## src/hdl/keyed_slot_tracker_table_defines.svh

```systemverilog
// Assertion macros for the keyed slot tracker table.
`ifndef KEYED_SLOT_TRACKER_TABLE_DEFINES_SVH
`define KEYED_SLOT_TRACKER_TABLE_DEFINES_SVH
`ifndef SYNTH
`define KSTT_ASSERT(name, prop, msg) \
  name: assert property (@(posedge clk) disable iff (!rst_n) prop) else $error(msg);
`define KSTT_ASSERT_NEVER(name, cond, msg) \
  name: assert property (@(posedge clk) disable iff (!rst_n) !(cond)) else $error(msg);
`else
`define KSTT_ASSERT(name, prop, msg)
`define KSTT_ASSERT_NEVER(name, cond, msg)
`endif
`endif

```

## src/hdl/kstt_pkg.sv

```systemverilog
// Types and constants shared by the slot tracker table modules.
package kstt_pkg;

  localparam int KEY_W    = 32;
  localparam int KIND_W   = 3;
  localparam int REQ_W    = 2;
  localparam int STATUS_W = 3;
  localparam int COUNT_W  = 6;

  localparam logic [COUNT_W-1:0] COUNT_MAX = 6'd63;

  localparam logic [REQ_W-1:0] REQ_REGISTER = 2'd0;
  localparam logic [REQ_W-1:0] REQ_RESOLVE  = 2'd1;
  localparam logic [REQ_W-1:0] REQ_CLEAR    = 2'd2;
  localparam logic [REQ_W-1:0] REQ_QUERY    = 2'd3;

  localparam logic [STATUS_W-1:0] STAT_OK       = 3'd0;
  localparam logic [STATUS_W-1:0] STAT_DUP      = 3'd1;
  localparam logic [STATUS_W-1:0] STAT_BADKIND  = 3'd2;
  localparam logic [STATUS_W-1:0] STAT_FULL     = 3'd3;
  localparam logic [STATUS_W-1:0] STAT_NOTFOUND = 3'd4;

  typedef enum logic [1:0] {
    S_IDLE,
    S_SCAN,
    S_DRAIN,
    S_FINISH
  } state_t;

  typedef struct packed {
    logic [KEY_W-1:0]  key;
    logic [KIND_W-1:0] kind;
    logic              heading;
  } entry_t;

  typedef struct packed {
    logic key_hit;
    logic class_hit;
    logic free;
  } match_t;

endpackage

```

## src/hdl/kstt_if.sv

```systemverilog
// Valid/ready channel interfaces for request and result items.
interface kstt_in_if;
  logic                          valid;
  logic                          ready;
  logic [kstt_pkg::REQ_W-1:0]    req_type;
  logic [kstt_pkg::KEY_W-1:0]    unit_key;
  logic [kstt_pkg::KIND_W-1:0]   kind;
  logic                          heading;

  modport source (output valid, req_type, unit_key, kind, heading, input ready);
  modport sink   (input valid, req_type, unit_key, kind, heading, output ready);
endinterface

interface kstt_out_if;
  logic                            valid;
  logic                            ready;
  logic [kstt_pkg::STATUS_W-1:0]   status;
  logic [kstt_pkg::COUNT_W-1:0]    live_count;

  modport source (output valid, status, live_count, input ready);
  modport sink   (input valid, status, live_count, output ready);
endinterface

```

## src/hdl/kstt_store.sv

```systemverilog
// Slot entry memory: one write port, one registered read port.
module kstt_store #(
  parameter int DEPTH = 32,
  parameter int IW    = 5
) (
  input  logic                clk,
  input  logic                we,
  input  logic [IW-1:0]       waddr,
  input  kstt_pkg::entry_t    wdata,
  input  logic                re,
  input  logic [IW-1:0]       raddr,
  output kstt_pkg::entry_t    rdata
);

  kstt_pkg::entry_t mem [DEPTH];

  always_ff @(posedge clk) begin
    if (we) begin
      mem[waddr] <= wdata;
    end
  end

  always_ff @(posedge clk) begin
    if (re) begin
      rdata <= mem[raddr];
    end
  end

endmodule

```

## src/hdl/kstt_cmp.sv

```systemverilog
// Shared compare unit: checks one slot against the current request.
module kstt_cmp (
  input  kstt_pkg::entry_t             entry,
  input  logic                         live,
  input  logic [kstt_pkg::KEY_W-1:0]   key,
  input  logic [kstt_pkg::KIND_W-1:0]  kind,
  input  logic                         heading,
  output kstt_pkg::match_t             match
);

  always_comb begin
    match.free      = !live;
    match.key_hit   = live && (entry.key == key);
    match.class_hit = live && (entry.kind == kind) && (entry.heading == heading);
  end

endmodule

```

## src/hdl/keyed_slot_tracker_table.sv

```systemverilog
// Keyed slot tracker table: top level with scan sequencer and valid bits.
//
// Request items arrive on in_ch (req_type, unit_key, kind, heading); one
// result item (status, live_count) leaves on out_ch for each request.
// A request is taken only while the sequencer is idle. It then scans all
// SLOTS entries through the single read port of the entry memory, one slot
// per cycle, feeding the shared compare unit. The scan finds a live entry
// with the key, the lowest free slot, and counts live entries of the
// request's kind and heading. A drain step and a finish step follow,
// where the table is updated and the result is loaded. The next request
// is accepted while a result still waits in the output register; if the
// receiver stalls, the finish step waits until the output register is
// free, and the table is updated only when the result loads.
// Reset clears the valid bits at once, so the table is empty right after
// reset with no clearing pass; key, kind and heading storage is not reset.
// live_count is the count after the operation, saturated at 63, and is 0
// for a kind of KIND_COUNT or more.
`include "keyed_slot_tracker_table_defines.svh"

module keyed_slot_tracker_table #(
  parameter int SLOTS      = 32,
  parameter int KIND_COUNT = 4
) (
  input  logic        clk,
  input  logic        rst_n,
  kstt_in_if.sink     in_ch,
  kstt_out_if.source  out_ch
);

  localparam int IW = (SLOTS > 1) ? $clog2(SLOTS) : 1;
  // count width holds SLOTS + 1
  localparam int CW = $clog2(SLOTS + 2);
  localparam logic [IW-1:0] LAST_IDX = IW'(SLOTS - 1);

  kstt_pkg::state_t state_r, state_nxt;

  // captured request
  logic [kstt_pkg::REQ_W-1:0]  req_type_r, req_type_nxt;
  logic [kstt_pkg::KEY_W-1:0]  key_r, key_nxt;
  logic [kstt_pkg::KIND_W-1:0] kind_r, kind_nxt;
  logic                        heading_r, heading_nxt;

  // scan pointers
  logic [IW-1:0] addr_r, addr_nxt;
  logic [IW-1:0] idx_d_r, idx_d_nxt;
  logic          pend_r, pend_nxt;

  // scan findings
  logic          found_r, found_nxt;
  logic [IW-1:0] found_idx_r, found_idx_nxt;
  logic          found_cls_r, found_cls_nxt;
  logic          free_found_r, free_found_nxt;
  logic [IW-1:0] free_idx_r, free_idx_nxt;
  logic [CW-1:0] count_r, count_nxt;

  logic [SLOTS-1:0] valid_r, valid_nxt;

  // output register
  logic                           out_valid_r, out_valid_nxt;
  logic [kstt_pkg::STATUS_W-1:0]  out_status_r, out_status_nxt;
  logic [kstt_pkg::COUNT_W-1:0]   out_count_r, out_count_nxt;

  // memory ports
  logic             mem_we;
  logic             mem_re;
  kstt_pkg::entry_t mem_wdata;
  kstt_pkg::entry_t mem_rdata;
  kstt_pkg::match_t match;

  // finish step
  logic                          kind_ok;
  logic                          out_free;
  logic                          finish_fire;
  logic                          clear_fire;
  logic [kstt_pkg::STATUS_W-1:0] fin_status;
  logic [CW-1:0]                 fin_count;
  logic [15:0]                   fin_count_wide;
  logic [kstt_pkg::COUNT_W-1:0]  fin_live;

  kstt_store #(
    .DEPTH (SLOTS),
    .IW    (IW)
  ) u_store (
    .clk   (clk),
    .we    (mem_we),
    .waddr (free_idx_r),
    .wdata (mem_wdata),
    .re    (mem_re),
    .raddr (addr_r),
    .rdata (mem_rdata)
  );

  kstt_cmp u_cmp (
    .entry   (mem_rdata),
    .live    (valid_r[idx_d_r]),
    .key     (key_r),
    .kind    (kind_r),
    .heading (heading_r),
    .match   (match)
  );

  assign kind_ok  = {1'b0, kind_r} < 4'(KIND_COUNT);
  assign out_free = !out_valid_r || out_ch.ready;
  assign finish_fire = (state_r == kstt_pkg::S_FINISH) && out_free;
  assign clear_fire  = finish_fire && (req_type_r == kstt_pkg::REQ_CLEAR);

  assign mem_wdata.key     = key_r;
  assign mem_wdata.kind    = kind_r;
  assign mem_wdata.heading = heading_r;

  // decision at the end of the scan
  always_comb begin
    fin_status = kstt_pkg::STAT_OK;
    fin_count  = count_r;
    mem_we     = 1'b0;
    valid_nxt  = valid_r;
    case (req_type_r)
      kstt_pkg::REQ_REGISTER: begin
        if (!kind_ok) begin
          fin_status = kstt_pkg::STAT_BADKIND;
        end else if (found_r) begin
          fin_status = kstt_pkg::STAT_DUP;
        end else if (!free_found_r) begin
          fin_status = kstt_pkg::STAT_FULL;
        end else begin
          fin_count = count_r + CW'(1);
          mem_we    = finish_fire;
          if (finish_fire) begin
            valid_nxt[free_idx_r] = 1'b1;
          end
        end
      end
      kstt_pkg::REQ_RESOLVE: begin
        if (!found_r) begin
          fin_status = kstt_pkg::STAT_NOTFOUND;
        end else begin
          fin_count = count_r - CW'(found_cls_r);
          if (finish_fire) begin
            valid_nxt[found_idx_r] = 1'b0;
          end
        end
      end
      kstt_pkg::REQ_CLEAR: begin
        fin_count = '0;
        if (finish_fire) begin
          valid_nxt = '0;
        end
      end
      default: begin
        // count query
        if (!kind_ok) begin
          fin_status = kstt_pkg::STAT_BADKIND;
        end
      end
    endcase
    fin_count_wide = 16'(fin_count);
    if (!kind_ok) begin
      fin_live = '0;
    end else if (fin_count_wide > 16'(kstt_pkg::COUNT_MAX)) begin
      fin_live = kstt_pkg::COUNT_MAX;
    end else begin
      fin_live = kstt_pkg::COUNT_W'(fin_count_wide);
    end
  end

  // sequencer
  always_comb begin
    state_nxt      = state_r;
    req_type_nxt   = req_type_r;
    key_nxt        = key_r;
    kind_nxt       = kind_r;
    heading_nxt    = heading_r;
    addr_nxt       = addr_r;
    idx_d_nxt      = idx_d_r;
    pend_nxt       = 1'b0;
    found_nxt      = found_r;
    found_idx_nxt  = found_idx_r;
    found_cls_nxt  = found_cls_r;
    free_found_nxt = free_found_r;
    free_idx_nxt   = free_idx_r;
    count_nxt      = count_r;
    out_valid_nxt  = out_valid_r && !out_ch.ready;
    out_status_nxt = out_status_r;
    out_count_nxt  = out_count_r;
    mem_re         = 1'b0;
    in_ch.ready    = 1'b0;

    // compare stage, one slot behind the read address
    if (pend_r) begin
      if (match.key_hit && !found_r) begin
        found_nxt     = 1'b1;
        found_idx_nxt = idx_d_r;
        found_cls_nxt = match.class_hit;
      end
      if (match.free && !free_found_r) begin
        free_found_nxt = 1'b1;
        free_idx_nxt   = idx_d_r;
      end
      if (match.class_hit) begin
        count_nxt = count_r + CW'(1);
      end
    end

    case (state_r)
      kstt_pkg::S_IDLE: begin
        in_ch.ready = 1'b1;
        if (in_ch.valid) begin
          req_type_nxt   = in_ch.req_type;
          key_nxt        = in_ch.unit_key;
          kind_nxt       = in_ch.kind;
          heading_nxt    = in_ch.heading;
          addr_nxt       = '0;
          found_nxt      = 1'b0;
          found_cls_nxt  = 1'b0;
          free_found_nxt = 1'b0;
          count_nxt      = '0;
          state_nxt      = kstt_pkg::S_SCAN;
        end
      end
      kstt_pkg::S_SCAN: begin
        mem_re    = 1'b1;
        pend_nxt  = 1'b1;
        idx_d_nxt = addr_r;
        if (addr_r == LAST_IDX) begin
          state_nxt = kstt_pkg::S_DRAIN;
        end else begin
          addr_nxt = addr_r + IW'(1);
        end
      end
      kstt_pkg::S_DRAIN: begin
        state_nxt = kstt_pkg::S_FINISH;
      end
      kstt_pkg::S_FINISH: begin
        if (out_free) begin
          out_valid_nxt  = 1'b1;
          out_status_nxt = fin_status;
          out_count_nxt  = fin_live;
          state_nxt      = kstt_pkg::S_IDLE;
        end
      end
      default: begin
        state_nxt = kstt_pkg::S_IDLE;
      end
    endcase
  end

  always_ff @(posedge clk) begin
    if (!rst_n) begin
      state_r     <= kstt_pkg::S_IDLE;
      pend_r      <= 1'b0;
      valid_r     <= '0;
      out_valid_r <= 1'b0;
    end else begin
      state_r     <= state_nxt;
      pend_r      <= pend_nxt;
      valid_r     <= valid_nxt;
      out_valid_r <= out_valid_nxt;
    end
  end

  always_ff @(posedge clk) begin
    req_type_r   <= req_type_nxt;
    key_r        <= key_nxt;
    kind_r       <= kind_nxt;
    heading_r    <= heading_nxt;
    addr_r       <= addr_nxt;
    idx_d_r      <= idx_d_nxt;
    found_r      <= found_nxt;
    found_idx_r  <= found_idx_nxt;
    found_cls_r  <= found_cls_nxt;
    free_found_r <= free_found_nxt;
    free_idx_r   <= free_idx_nxt;
    count_r      <= count_nxt;
    out_status_r <= out_status_nxt;
    out_count_r  <= out_count_nxt;
  end

  assign out_ch.valid      = out_valid_r;
  assign out_ch.status     = out_status_r;
  assign out_ch.live_count = out_count_r;

  // a new registration only ever lands in a slot that was free
  `KSTT_ASSERT(a_reg_free_slot, (mem_we |-> !valid_r[free_idx_r]), "register hit a live slot")
  // a clear empties the table on the next cycle
  `KSTT_ASSERT(a_clear_empties, (clear_fire |=> (valid_r == '0)), "clear left live slots")
  // no compare is in flight while a new request can be taken
  `KSTT_ASSERT_NEVER(a_idle_no_pend, (in_ch.ready && pend_r), "scan still active while ready")

endmodule

```

## src/flat_wrapper.sv

```systemverilog
// flat-port wrapper written by rule: the top's interface ports become plain ports
module keyed_slot_tracker_table_flat 
#(
  parameter int SLOTS      = 32,
  parameter int KIND_COUNT = 4
)
  (clk, rst_n, in_ch_valid, in_ch_req_type, in_ch_unit_key, in_ch_kind, in_ch_heading, in_ch_ready, out_ch_valid, out_ch_status, out_ch_live_count, out_ch_ready);
  kstt_in_if in_ch_i ();
  kstt_out_if out_ch_i ();
  input  logic clk;
  input  logic rst_n;
  input wire logic [$bits(in_ch_i.valid)-1:0] in_ch_valid;
  input wire logic [$bits(in_ch_i.req_type)-1:0] in_ch_req_type;
  input wire logic [$bits(in_ch_i.unit_key)-1:0] in_ch_unit_key;
  input wire logic [$bits(in_ch_i.kind)-1:0] in_ch_kind;
  input wire logic [$bits(in_ch_i.heading)-1:0] in_ch_heading;
  output wire logic [$bits(in_ch_i.ready)-1:0] in_ch_ready;
  output wire logic [$bits(out_ch_i.valid)-1:0] out_ch_valid;
  output wire logic [$bits(out_ch_i.status)-1:0] out_ch_status;
  output wire logic [$bits(out_ch_i.live_count)-1:0] out_ch_live_count;
  input wire logic [$bits(out_ch_i.ready)-1:0] out_ch_ready;
  assign in_ch_i.valid = in_ch_valid;
  assign in_ch_i.req_type = in_ch_req_type;
  assign in_ch_i.unit_key = in_ch_unit_key;
  assign in_ch_i.kind = in_ch_kind;
  assign in_ch_i.heading = in_ch_heading;
  assign in_ch_ready = in_ch_i.ready;
  assign out_ch_valid = out_ch_i.valid;
  assign out_ch_status = out_ch_i.status;
  assign out_ch_live_count = out_ch_i.live_count;
  assign out_ch_i.ready = out_ch_ready;
  keyed_slot_tracker_table #(.SLOTS(SLOTS), .KIND_COUNT(KIND_COUNT)) u_core (.clk(clk), .rst_n(rst_n), .in_ch(in_ch_i), .out_ch(out_ch_i));
endmodule
```

## config.mk

```make
export PLATFORM = sky130hd
export DESIGN_NAME = keyed_slot_tracker_table_flat
export DESIGN_NICKNAME = d
export VERILOG_FILES = /design/src/hdl/kstt_pkg.sv /design/src/hdl/kstt_if.sv /design/src/hdl/kstt_store.sv /design/src/hdl/kstt_cmp.sv /design/src/hdl/keyed_slot_tracker_table.sv /design/src/flat_wrapper.sv
export VERILOG_INCLUDE_DIRS = /design/src /design/src/hdl
export SDC_FILE = /design/constraint.sdc
export NUM_CORES = 1
export LEC_CHECK = 0
export BUFFER_PORTS_ARGS = -buffer_cell sky130_fd_sc_hd__buf_2
export CORE_MARGIN = 2
export CORE_UTILIZATION = 60
export CTS_CLUSTER_DIAMETER = 50
export DETAILED_ROUTE_END_ITERATION = 8
export GPL_TIMING_DRIVEN = 0
export PLACE_DENSITY = 0.74
export SLEW_MARGIN = 30
export SYNTH_ARGS = -nofsm -noshare
export SYNTH_HDL_FRONTEND = slang
export SYNTH_HIERARCHICAL = 1
export SYNTH_SLANG_ARGS = --single-unit
```

## constraint.sdc

```tcl
create_clock -name clk -period 9.9 [get_ports clk]
set_clock_uncertainty 0.05 [all_clocks]
set_input_delay 1.98 -clock clk [delete_from_list [all_inputs] [get_ports clk]]
set_output_delay 1.98 -clock clk [all_outputs]
set_load 0.05 [all_outputs]
```

==> out/qor_table.md <==
| Step | Quantity | This run |
| --- | --- | --- |
| routing | Top metal layer carrying routed signals | met4 |
| logic synthesis | Fraction of post-synthesis cell area in the top cell type by area | 73.40% |
| logic synthesis | Simple-gate share of the synthesized area | 4.406% |
| logic synthesis | Most frequent cells after synthesis | sky130_fd_sc_hd__edfxtp_1, sky130_fd_sc_hd__mux2i_1, sky130_fd_sc_hd__nand2_1, sky130_fd_sc_hd__a21oi_1, sky130_fd_sc_hd__nand3_1 |
| logic synthesis | Synthesis warning total | 6 |
| routing | Antenna-violating nets left | 0 |
| worst setup path | Register-to-Register Path Depth | 11 |
| logic synthesis | Fraction of synthesized cell area in xor and xnor cells | 0.6653% |
| worst hold path | Worst hold path depth | 2 |
| routing | Detailed-route via count | 29390 |
| sta | Max Fclk | 243.0 MHz |
| floorplanning | Total I/O pin count | 53 |
| worst hold path | Hold crit path type | reg2reg |
| worst setup path | Source of the worst register-to-register timing path | u_core/idx_d_r[1]$_DFFE_PP_ |
| sta | Post-route setup TNS | 0 ns |
| floorplanning | Core box area | 85010 um2 |
| worst setup path | Crit-path max FO | 15 |
| routing | DRC errors left | 0 |
| finish | Layout cell share with drive strength beyond 1 | 14.55% |
| worst hold path | Hold worst-path end | u_core/valid_r[6]$_SDFFE_PN0P_ |
| cts | Clock tree from TritonCTS | built |
| logic synthesis | Post-synthesis compound-gate area fraction | 5.751% |
| power | Clk network pwr share | 31.0% |
| power | Sequential group share of total power | 41.6% |
| global route | Global-route usage over all layers | 30.06% |
| worst setup path | R2r setup slk | 6.23 ns |
| global route | Largest net degree at the start of global routing | 36 |
| cts | Hold-fix buffers, CTS | 0 |
| placed design | Number of port buffers | 51 |
| run | Max-capacitance violation count | 0 |
| logic synthesis | Dominant register cell in the synthesized netlist | sky130_fd_sc_hd__edfxtp_1 |
| cts | TritonCTS sink count | 1300 |
| sta | RSZ-0062 raised after global routing | no |
| worst hold path | Hold Startpoint | u_core/valid_r[6]$_SDFFE_PN0P_ |
| floorplanning | Die outline height | 296.5 um |
| sta | Part of the cycle the worst path needs | 41.56% |
| logic synthesis | Post-synth EDFFs | 1255 |
| cts | # Post-CTS Setup Buffers | 0 |
| placed design | Number of placed instances, taps included | 4318 |
| power | Total net switching power | 0.005274 W |
| cts | Clock Tree Root | sky130_fd_sc_hd__clkbuf_16 |
| floorplanning | Placement Rows | 107 |
| worst setup path | Kind of start point of the critical path | input pin |
| finish | Layout area overhead | 16.69% |
| power | Switching power share of the total | 32.19% |
| global route | GRT Residual Overflow | 0 |
| worst setup path | Crit end category | register |
| power | Maximum vdd ir drop | 0.0002079 V |
| sta | Post-layout minimum cycle time | 4.115 ns |
| power | Power Dens Cells | 273.4 nW/um2 |
| routing | DR iter-0 viols | 3194 |
| routing | M1 wire length | 49030 um |
| logic synthesis | Mean cell area of the mapped netlist | 16.80 um2 |
| floorplanning | Full die area | 87930 um2 |
| logic synthesis | Main area contributors after synthesis | sky130_fd_sc_hd__edfxtp_1, sky130_fd_sc_hd__mux2i_1, sky130_fd_sc_hd__dfxtp_1, sky130_fd_sc_hd__a22oi_1, sky130_fd_sc_hd__a21oi_1 |
| worst setup path | Data required time of the worst path | 10.28 ns |
| power | Cell Int Power | 0.01111 W |
| cts | Quantity of gates resized following cts | 0 |
| power | Proportion of power drawn by combinational gates | 27.4% |
| sta | Final Slew Violations | 0 |
| logic synthesis | Netlist area before placement | 51350 um2 |
| routing | WL final | 131500 um |
| floorplanning | Starting density of the core | 60.40% |
| logic synthesis | Most frequently used cell type in the post-synthesis netlist | sky130_fd_sc_hd__edfxtp_1 |
| worst setup path | Arrival time reported for the critical path endpoint | 4.50 ns |
| finish | Non-filler cells, final | 4603 |
| routing | Wirelength per Cell | 28.57 um |
| routing | Vias per inst | 6.385 |
| routing | DR pass1 iterations | 8 |
| sta | Final setup violation count | 0 |
| run status | Outcome | finished clean |
| routing | Met3 layer wire length in the routed design | 13240 um |
| power | Leakage component of the power | 20.43 nW |
| placed design | Final estimated routing congestion in global placement | 0.8615 |
| cts | Maximum count of clock buffers along a single path | 3 |
| worst setup path | Critical R2R Capture | u_core/found_idx_r[4]$_DFFE_PP_ |
| worst setup path | Kind of critical path | in2reg |
| cts | Worst-path clk slew | 0.06 ns |
| sta | Max-slew headroom at the worst pin | 32.13% |
| global route | Number of global-route vias before repair | 29220 |
| logic synthesis | Flip-flop and latch count after synthesis | 1300 |
| logic synthesis | Unique masters post-synth | 60 |
| logic synthesis | Main combinational cell family by area after synthesis | multiplexers |
| logic synthesis | Synthesized netlist cell count | 3056 |
| logic synthesis | Adder-cell area share of the yosys netlist | 0.3168% |
| cts | Clock latency on the worst-skew pair | 0.74 ns |
| global route | Initial antenna violation count | 2 |
| sta | Slew of the pin with the lowest slew margin | 1.018 ns |
| logic synthesis | Fraction of registers with async set/reset | 0% |
| routing | Met2 wire len | 64390 um |
| placed design | Final HPWL from detailed placement | 85330 um |
| floorplanning | Die X | 296.5 um |
| logic synthesis | Share of synthesized area spent on multiplexers | 11.61% |
| logic synthesis | Number of nets in the synthesized netlist | 3111 |
| finish | Number of nets in the finished design | 3402 |
| cts | CTS Buf Count | 139 |
| global route | First-pass GRT wire length | 188800 um |
| logic synthesis | Seq/Total Area, Yosys | 75.15% |
| sta | Hold Violations, Final | 0 |
| cts | # H-tree levels | 4 |
| logic synthesis | Largest area contributor in the netlist | sky130_fd_sc_hd__edfxtp_1 |
-- layer usage --
layer  vias to the layer above  GRT usage (%)
li1                      12620              -
met1                     14730          39.58
met2                      1737          49.70
met3                       313          5.955
met4                         0          11.89
met5                         -              0
-- worst max-delay path by stage --
stage                            start                                    to  slack [ns]  cells after the start
after floorplan           out_ch_ready   u_core/u_store/mem[28][0]$_DFFE_PP_        4.92                      6
after global placement    out_ch_ready  u_core/u_store/mem[24][24]$_DFFE_PP_        2.77                      7
after detailed placement  out_ch_ready  u_core/u_store/mem[12][23]$_DFFE_PP_        5.02                      8
after CTS                 out_ch_ready  u_core/u_store/mem[12][14]$_DFFE_PP_        5.77                      8
after global routing      out_ch_ready  u_core/u_store/mem[31][24]$_DFFE_PP_        5.76                      8
final                     out_ch_ready  u_core/u_store/mem[27][22]$_DFFE_PP_        5.79                      8
-- layout make-up --
cell class / instances / area, um2
Clock buffer: 175 / 3815
Sequential cell: 1300 / 38590
Buffer: 170 / 1022
Tap cell: 1144 / 1431
Inverter: 16 / 60.06
Antenna cell: 1 / 2.502
Timing Repair Buffer: 150 / 2352
Fill cell: 5185 / 25100
Multi-Input combinational cell: 1570 / 11940
Clock inverter: 77 / 703.2
-- sequential cells by signal, summed over array words and instances, names as in the netlist, 2 cells and up --
| signal | count |
|---|---|
| u_core/u_store/mem | 1152 |
| u_core/u_store/rdata | 36 |
| u_core/key_r | 32 |
| u_core/valid_r | 32 |
| u_core/count_r | 6 |
| u_core/out_ch.live_count | 6 |
| u_core/addr_r | 5 |
| u_core/found_idx_r | 5 |
| u_core/free_idx_r | 5 |
| u_core/idx_d_r | 5 |
| u_core/kind_r | 3 |
| u_core/out_ch.status | 3 |
| u_core/req_type_r | 2 |
| u_core/state_r | 2 |
-- through the flow --
| stage | hold slack [ns] | utilization (%) | setup slack, ns | cell area [um2] | total power [W] |
|---|---|---|---|---|---|
| after CTS | 0.4197 | 70.00 | 5.770 | 59510 | 0.01627 |
| after global routing | 0.4346 | 70.47 | 5.764 | 59910 | 0.01686 |
| after floorplan | 0.3893 | - | 4.921 | 51350 | 0.009632 |
| after global placement | 0.4059 | 62.38 | 2.771 | 53030 | 0.01105 |
| after detailed placement | 0.4092 | 64.69 | 5.021 | 54990 | 0.01121 |
| final | 0.4254 | 70.48 | 5.785 | 59910 | 0.01638 |
-- worst max-delay path, cell delays in order --
cell and delay, ns:
sky130_fd_sc_hd__buf_2 0.09, sky130_fd_sc_hd__nand2b_1 0.10, sky130_fd_sc_hd__nand2_1 0.14, sky130_fd_sc_hd__nor2_1 0.33
sky130_fd_sc_hd__nand3_1 0.72, sky130_fd_sc_hd__nor2_4 0.68, sky130_fd_sc_hd__buf_16 0.23, sky130_fd_sc_hd__buf_16 0.19
-- cell usage in the layout, fill, tap and decap left out, drive strengths merged, types with 43 or more instances in the layout --
cell,n
a21oi,155
a22o,72
a22oi,113
buf,264
clkbuf,231
clkinv,51
dfxtp,45
edfxtp,1255
mux2i,593
nand2,170
nand3,129
nor2,63
nor3,43
-- logic make-up (layout without fill, tap and decap cells) --
logic type,Yosys count,count (layout)
flip-flops,1300,1300
multiplexers,595,595
AND/OR/NAND/NOR,477,477
AO/OA/AOI/OAI,446,446
buffers and inverters,186,588
XOR/XNOR,39,39
adder cells (fa/ha/maj),13,13
other,0,1
-- power by group through the flow --
| stage | registers (W) | clock network (W) | logic, W |
|---|---|---|---|
| detailed placement | 0.00711 | 0 | 0.00410 |
| CTS | 0.00700 | 0.00512 | 0.00415 |
| floorplan | 0.00695 | 0 | 0.00268 |
| global placement | 0.00709 | 0 | 0.00396 |
| global route | 0.00683 | 0.00535 | 0.00468 |
| finish | 0.00681 | 0.00508 | 0.00450 |
No activity file was read; power rests on OpenSTA's default activity.
